### src/sst_pkg.sv
// Shared types for the sorted set table: command and status codes and the
// per-cell update controls. No dependencies.
package sst_pkg;

  typedef enum logic [1:0] {
    CMD_INSERT = 2'd0,
    CMD_DELETE = 2'd1,
    CMD_SEARCH = 2'd2
  } cmd_e;

  typedef enum logic [1:0] {
    ST_OK     = 2'd0,
    ST_DUP    = 2'd1,
    ST_ABSENT = 2'd2,
    ST_FULL   = 2'd3
  } status_e;

  typedef struct packed {
    logic ins;  // open a slot at the insert position, shift upper entries up
    logic del;  // close the matching slot, shift upper entries down
  } cell_ctl_t;

  localparam int unsigned KeyW = 32;

endpackage

### src/sst_cell.sv
// One slot of the sorted table: holds a key, compares it with the broadcast
// key and swaps with its neighbours on insert or delete. Uses sst_pkg.
module sst_cell import sst_pkg::*; (
  input  logic                   clk_i,
  input  logic                   occ_i,        // slot lies below the entry count
  input  logic signed [KeyW-1:0] key_i,
  input  cell_ctl_t              ctl_i,
  input  logic                   left_lt_i,    // lower neighbour holds a smaller key
  input  logic signed [KeyW-1:0] left_val_i,
  input  logic signed [KeyW-1:0] right_val_i,
  output logic                   lt_o,
  output logic                   eq_o,
  output logic signed [KeyW-1:0] val_o
);

  logic signed [KeyW-1:0] val_q, val_d;

  assign lt_o  = occ_i && (val_q < key_i);
  assign eq_o  = occ_i && (val_q == key_i);
  assign val_o = val_q;

  always_comb begin
    val_d = val_q;
    if (ctl_i.ins && !lt_o) begin
      // first slot not below the key takes the key, those above move up
      val_d = left_lt_i ? key_i : left_val_i;
    end else if (ctl_i.del && !lt_o) begin
      val_d = right_val_i;
    end
  end

  always_ff @(posedge clk_i) begin
    val_q <= val_d;
  end

endmodule

### src/sorted_set_table.sv
// Top level of the sorted set table: a chain of sst_cell slots, the entry
// count and a one-word result register. Uses sst_pkg and sst_cell.
//
//   channel | direction | handshake            | words
//   in      | to block  | in_valid_i/in_stall_o  | command_i, value_i
//   out     | from block| out_valid_o/out_stall_i| status_o, found_o, entry_count_o,
//           |           |                        | is_empty_o
//
// An accepted word is held in the input holding register; once the result
// register is free, all slots compare in parallel and the chain shifts in
// that same cycle. No new word is taken until the held one has executed.
// Reset (rst_ni low) empties the table; slot contents are not cleared.
// A stall on out holds the result; a new word is still taken while it waits,
// and waits in turn until the result register frees up.
module sorted_set_table import sst_pkg::*; #(
  parameter int unsigned CAPACITY = 16
) (
  input  logic                   clk_i,
  input  logic                   rst_ni,
  input  logic                   in_valid_i,
  output logic                   in_stall_o,
  input  logic [1:0]             command_i,
  input  logic signed [KeyW-1:0] value_i,
  output logic                   out_valid_o,
  input  logic                   out_stall_i,
  output logic [1:0]             status_o,
  output logic                   found_o,
  output logic [4:0]             entry_count_o,
  output logic                   is_empty_o
);

  localparam int unsigned CntW = $clog2(CAPACITY + 1);

  logic                   busy_q, busy_d;
  logic [1:0]             cmd_q;
  logic signed [KeyW-1:0] key_q;
  logic [CntW-1:0]        count_q, count_d;
  logic                   out_valid_q, out_valid_d;
  logic [1:0]             status_q, status_d;
  logic                   found_q;
  logic [4:0]             ecount_q;
  logic                   empty_q;

  logic                   accept, exec, present, full;
  logic [31:0]            count_ext;
  cell_ctl_t              ctl;

  logic                   lt_w  [CAPACITY];
  logic                   eq_w  [CAPACITY];
  logic signed [KeyW-1:0] val_w [CAPACITY];
  logic [CAPACITY-1:0]    eq_vec;

  assign in_stall_o = busy_q;
  assign accept     = in_valid_i && !busy_q;
  assign exec       = busy_q && (!out_valid_q || !out_stall_i);

  // chain of slots
  for (genvar g = 0; g < CAPACITY; g++) begin : g_cell
    logic                   left_lt;
    logic signed [KeyW-1:0] left_val, right_val;
    if (g == 0) begin : g_first
      assign left_lt  = 1'b1;
      assign left_val = key_q;
    end else begin : g_mid
      assign left_lt  = lt_w[g-1];
      assign left_val = val_w[g-1];
    end
    if (g == CAPACITY - 1) begin : g_last
      assign right_val = key_q;
    end else begin : g_up
      assign right_val = val_w[g+1];
    end

    sst_cell u_cell (
      .clk_i      (clk_i),
      .occ_i      (count_q > CntW'(g)),
      .key_i      (key_q),
      .ctl_i      (ctl),
      .left_lt_i  (left_lt),
      .left_val_i (left_val),
      .right_val_i(right_val),
      .lt_o       (lt_w[g]),
      .eq_o       (eq_w[g]),
      .val_o      (val_w[g])
    );
    assign eq_vec[g] = eq_w[g];
  end

  assign present = |eq_vec;
  assign full    = (count_q == CntW'(CAPACITY));

  always_comb begin
    ctl      = '0;
    count_d  = count_q;
    status_d = present ? ST_OK : ST_ABSENT;
    unique case (cmd_q)
      CMD_INSERT: begin
        if (present) begin
          status_d = ST_DUP;
        end else if (full) begin
          status_d = ST_FULL;
        end else begin
          status_d = ST_OK;
          ctl.ins  = exec;
          count_d  = count_q + CntW'(1);
        end
      end
      CMD_DELETE: begin
        if (present) begin
          ctl.del = exec;
          count_d = count_q - CntW'(1);
        end
      end
      default: ;  // search, and the unused code acts as one
    endcase
  end

  assign count_ext   = 32'(count_d);
  assign busy_d      = accept ? 1'b1 : (exec ? 1'b0 : busy_q);
  assign out_valid_d = exec ? 1'b1 : (out_valid_q && out_stall_i);

  always_ff @(posedge clk_i or negedge rst_ni) begin
    if (!rst_ni) begin
      busy_q      <= 1'b0;
      out_valid_q <= 1'b0;
      count_q     <= '0;
    end else begin
      busy_q      <= busy_d;
      out_valid_q <= out_valid_d;
      if (exec) begin
        count_q <= count_d;
      end
    end
  end

  always_ff @(posedge clk_i) begin
    if (accept) begin
      cmd_q <= command_i;
      key_q <= value_i;
    end
    if (exec) begin
      status_q <= status_d;
      found_q  <= present;
      ecount_q <= count_ext[4:0];
      empty_q  <= (count_d == '0);
    end
  end

  assign out_valid_o   = out_valid_q;
  assign status_o      = status_q;
  assign found_o       = found_q;
  assign entry_count_o = ecount_q;
  assign is_empty_o    = empty_q;

`ifndef SYNTHESIS
  a_count_bound: assert property (@(posedge clk_i) disable iff (!rst_ni)
    count_q <= CntW'(CAPACITY))
    else $error("entry count above capacity");

  a_exec_result: assert property (@(posedge clk_i) disable iff (!rst_ni)
    exec |=> out_valid_o)
    else $error("executed word left no result");

  a_count_moves: assert property (@(posedge clk_i) disable iff (!rst_ni)
    !exec |=> count_q == $past(count_q))
    else $error("entry count changed without a word");

  a_found_status: assert property (@(posedge clk_i) disable iff (!rst_ni)
    out_valid_o && found_o |-> status_o == ST_OK || status_o == ST_DUP)
    else $error("found word with bad status");
`endif

endmodule
### config.mk
export PLATFORM = sky130hd
export DESIGN_NAME = sorted_set_table
export DESIGN_NICKNAME = d
export VERILOG_FILES = /design/src/sst_pkg.sv /design/src/sst_cell.sv /design/src/sorted_set_table.sv
export SDC_FILE = /design/constraint.sdc
export NUM_CORES = 2
export LEC_CHECK = 0
export BUFFER_PORTS_ARGS = -buffer_cell sky130_fd_sc_hd__buf_2
export CORE_MARGIN = 2
export CORE_UTILIZATION = 65
export CTS_CLUSTER_DIAMETER = 120
export DETAILED_ROUTE_END_ITERATION = 8
export HOLD_SLACK_MARGIN = 0.15
export PLACE_DENSITY = 0.82
export SYNTH_ARGS = -nofsm -noshare
export SYNTH_HDL_FRONTEND = slang
export SYNTH_HIERARCHICAL = 1
export SYNTH_SLANG_ARGS = --single-unit
### constraint.sdc
create_clock -name clk_i -period 9.5 [get_ports clk_i]
set_input_delay 1.9 -clock clk_i [delete_from_list [all_inputs] [get_ports clk_i]]
set_output_delay 1.9 -clock clk_i [all_outputs]
set_load 0.02 [all_outputs]
==> flow_summary_export.csv <==
group,metric,value,unit
sta,period_share,58.4,%
cells_and_area,synthToLayoutAreaGrowth,7.08,%
clock_tree,cts_setup_buffers,0,
worst_setup_path,crit_path_max_fanout,34,
logic_synthesis,syn_nets,4340,
logic_synthesis,synth-seq-cells,562,
worst_setup_path,worstSetupPathType,"flip-flop to flip-flop",
cells_and_area,final_common_cell,"mux2_2",
clock_tree,htreeDepth,3,
cells_and_area,drive_gt1_share,33.2,%
worst_setup_path,cp-end-kind,"flip-flop",
cells_and_area,layout_common_cells,"mux2_2, edfxtp_1, inv_1, ha_1, a21oi_1",
clock_tree,ctsHoldBuffers,0,
clock_tree,clkTransAtPathRegs,0.06,ns
placement,place_ws,4.12,ns
logic_synthesis,avgSynthCellArea,11.5,um2
sta,totalNegativeSetupSlack,0,ns
logic_synthesis,seq_area_frac_synth,38.7,%
global_route,grt.total_usage,28.0,%
drt,wirelength,97200,um
clock_tree,cts_buffers,66,
logic_synthesis,synthFlopType,"edfxtp_1",
sta,skew,0.0315,ns
drt,drt_iter0_drc,2122,
floorplan,core_area,66000,um2
status,status,"finished clean",
sta,tightestPinTransition,1.26,ns
logic_synthesis,yosysUniqueCellTypes,49,
run,drv_cap,0,
floorplan,fp-row-count,94,
logic_synthesis,synth_top_area_share,38.3,%
worst_setup_path,start_kind,"flip-flop",
sta,finalWorstSetupSlack,3.95,ns
drt,wire_per_inst,20.5,um
clock_tree,root_buffer,"clkbuf_16",
logic_synthesis,synthCells,3784,
drt,antenna_left,0,
logic_synthesis,synth_warnings,6,
placement,portBuffers,48,
floorplan,die_height,263,um
power,leakagePower,19.4,nW
sta,rsz0062_at_grt,"no",
clock_tree,cts_resized,0,
power,p_per_area,220,nW/um2
floorplan,dieArea,69100,um2
floorplan,io_pins,49,
global_route,grt_pass1_wl,158000,um
min_path,hp-class,"flip-flop to flip-flop",
cells_and_area,antenna_cells,0,
logic_synthesis,synth_area_leader_cell,"edfxtp_1",
logic_synthesis,synthArstFlopShare,1.25,%
sta,slew_headroom,16.0,%
sta,setup_viol,0,
placement,dp_hpwl,73500,um
worst_setup_path,reg2reg_slack,3.95,ns
clock_tree,clk-insertion-delay-late,0.62,ns
drt,firstDrtPassIters,7,
worst_setup_path,cp.arrival,5.85,ns
clock_tree,clock_path_buffers,3,
placement,gp_congestion,0.875,
global_route,grt_max_degree,35,
sta,finalHoldViolations,0,
worst_setup_path,crit_required,9.80,ns
logic_synthesis,synthTopCellsByArea,"edfxtp_1, mux2_2, ha_1, inv_1, a21oi_1",
floorplan,initial_core_util,66.0,%
drt,drc,0,
clock_tree,cts.sinks,562,
sta,fin_crit,5.55,ns
drt,num_vias,29100,
sta,drv_slew,0,
clock_tree,cts_tree,"done",
logic_synthesis,syn-cell-area,43500,um2
cells_and_area,nets,4394,
logic_synthesis,synth_edf_count,555,
global_route,overflow,0,
global_route,grt_antenna_before_repair,0,
floorplan,die_w,263,um
power,vdd_drop_max,0.241,mV
global_route,grt_pass1_vias,29800,
drt,vias_per_cell,6.12,
sta,fmax,180,MHz
## synth_stat cells, drive strengths merged (17+ instances only)
cell,n
mux2,1026
and3,17
nor2,109
nand3,35
o211ai,32
or3,17
nor4,37
a21oi,249
nand2,196
buf,50
nor2b,19
nand4,80
ha,518
clkbuf,69
inv,539
o21ai,111
edfxtp,555
## registers in the layout (all words and copies together), names as in the netlist
register and count:
g_cell.u_cell/val_o 512, g_cell.left_val 32, count_q 5, entry_count_o 5
cmd_q 2, status_o 2, found_o 1, in_stall_o 1
is_empty_o 1, out_valid_o 1
## critical path, stage by stage (launching register included)
cell	delay (ns)
edfxtp_1	1.18
inv_1	0.13
ha_1	0.37
nand2_1	0.10
nor4_1	0.08
nand4_1	0.10
nor2_1	0.06
nor4_1	0.55
and4_1	0.65
inv_6	0.12
nor3_2	0.20
buf_4	0.59
nor2_1	0.13
nor2_2	0.51
buf_4	0.40
## stage by stage
step                      cells  hold slack (ns)  cell area (um2)  total power, mW  utilization, %
final                      4747            0.539            46600             10.2            70.7
after floorplan            3784            0.540            43500             6.82               -
after CTS                  4747            0.540            46600             10.2            70.7
after global routing       4747            0.577            46600             10.8            70.7
after global placement     4634            0.512            44600             7.61            67.6
after detailed placement   4634            0.526            44600             7.79            67.6
## report_power, final
group	internal (mW)	total (mW)	switching, mW
Combinational	1.99	4.23	2.24
Clock	1.40	2.42	1.02
Sequential	3.29	3.59	0.301
## routing by layer
layer,track usage [%],vias to the layer above,share of wire [%],wire length (um)
met5,0,-,0,0
met2,48.8,771,49,47600
met3,3.38,184,4.3,4180
met1,36.3,14100,44,42400
li1,-,14000,-,-
met4,8.85,0,3.0,2940
## layout make-up
cell class | count | area (um2)
Fill cell | 4560 | 19400
Timing Repair Buffer | 105 | 668
Inverter | 539 | 2030
Clock inverter | 34 | 246
Clock buffer | 79 | 1760
Tap cell | 864 | 1080
Sequential cell | 562 | 16800
Multi-Input combinational cell | 2564 | 24000
## path summary, 6_finish.rpt
kind,cells past startpoint,to,startpoint
worst max-delay path,14,g_cell[11].u_cell/val_o[9],g_cell[0].left_val[7]
worst min-delay path,2,out_valid_o,out_valid_o
worst max register to register,14,g_cell[11].u_cell/val_o[9],g_cell[0].left_val[7]
worst min register to register,2,out_valid_o,out_valid_o
max in group asynchronous,1,count_q[1],rst_ni
min in group asynchronous,1,count_q[3],rst_ni
## cells by family after synthesis
logic type	synth area share, %
AO/OA/AOI/OAI	7.20
XOR/XNOR	0.0402
adder cells (fa/ha/maj)	14.9
buffers and inverters	6.53
flip-flops	38.7
multiplexers	26.5
other	0.00861
AND/OR/NAND/NOR	6.10
No activity file was read; power rests on OpenSTA's default activity.
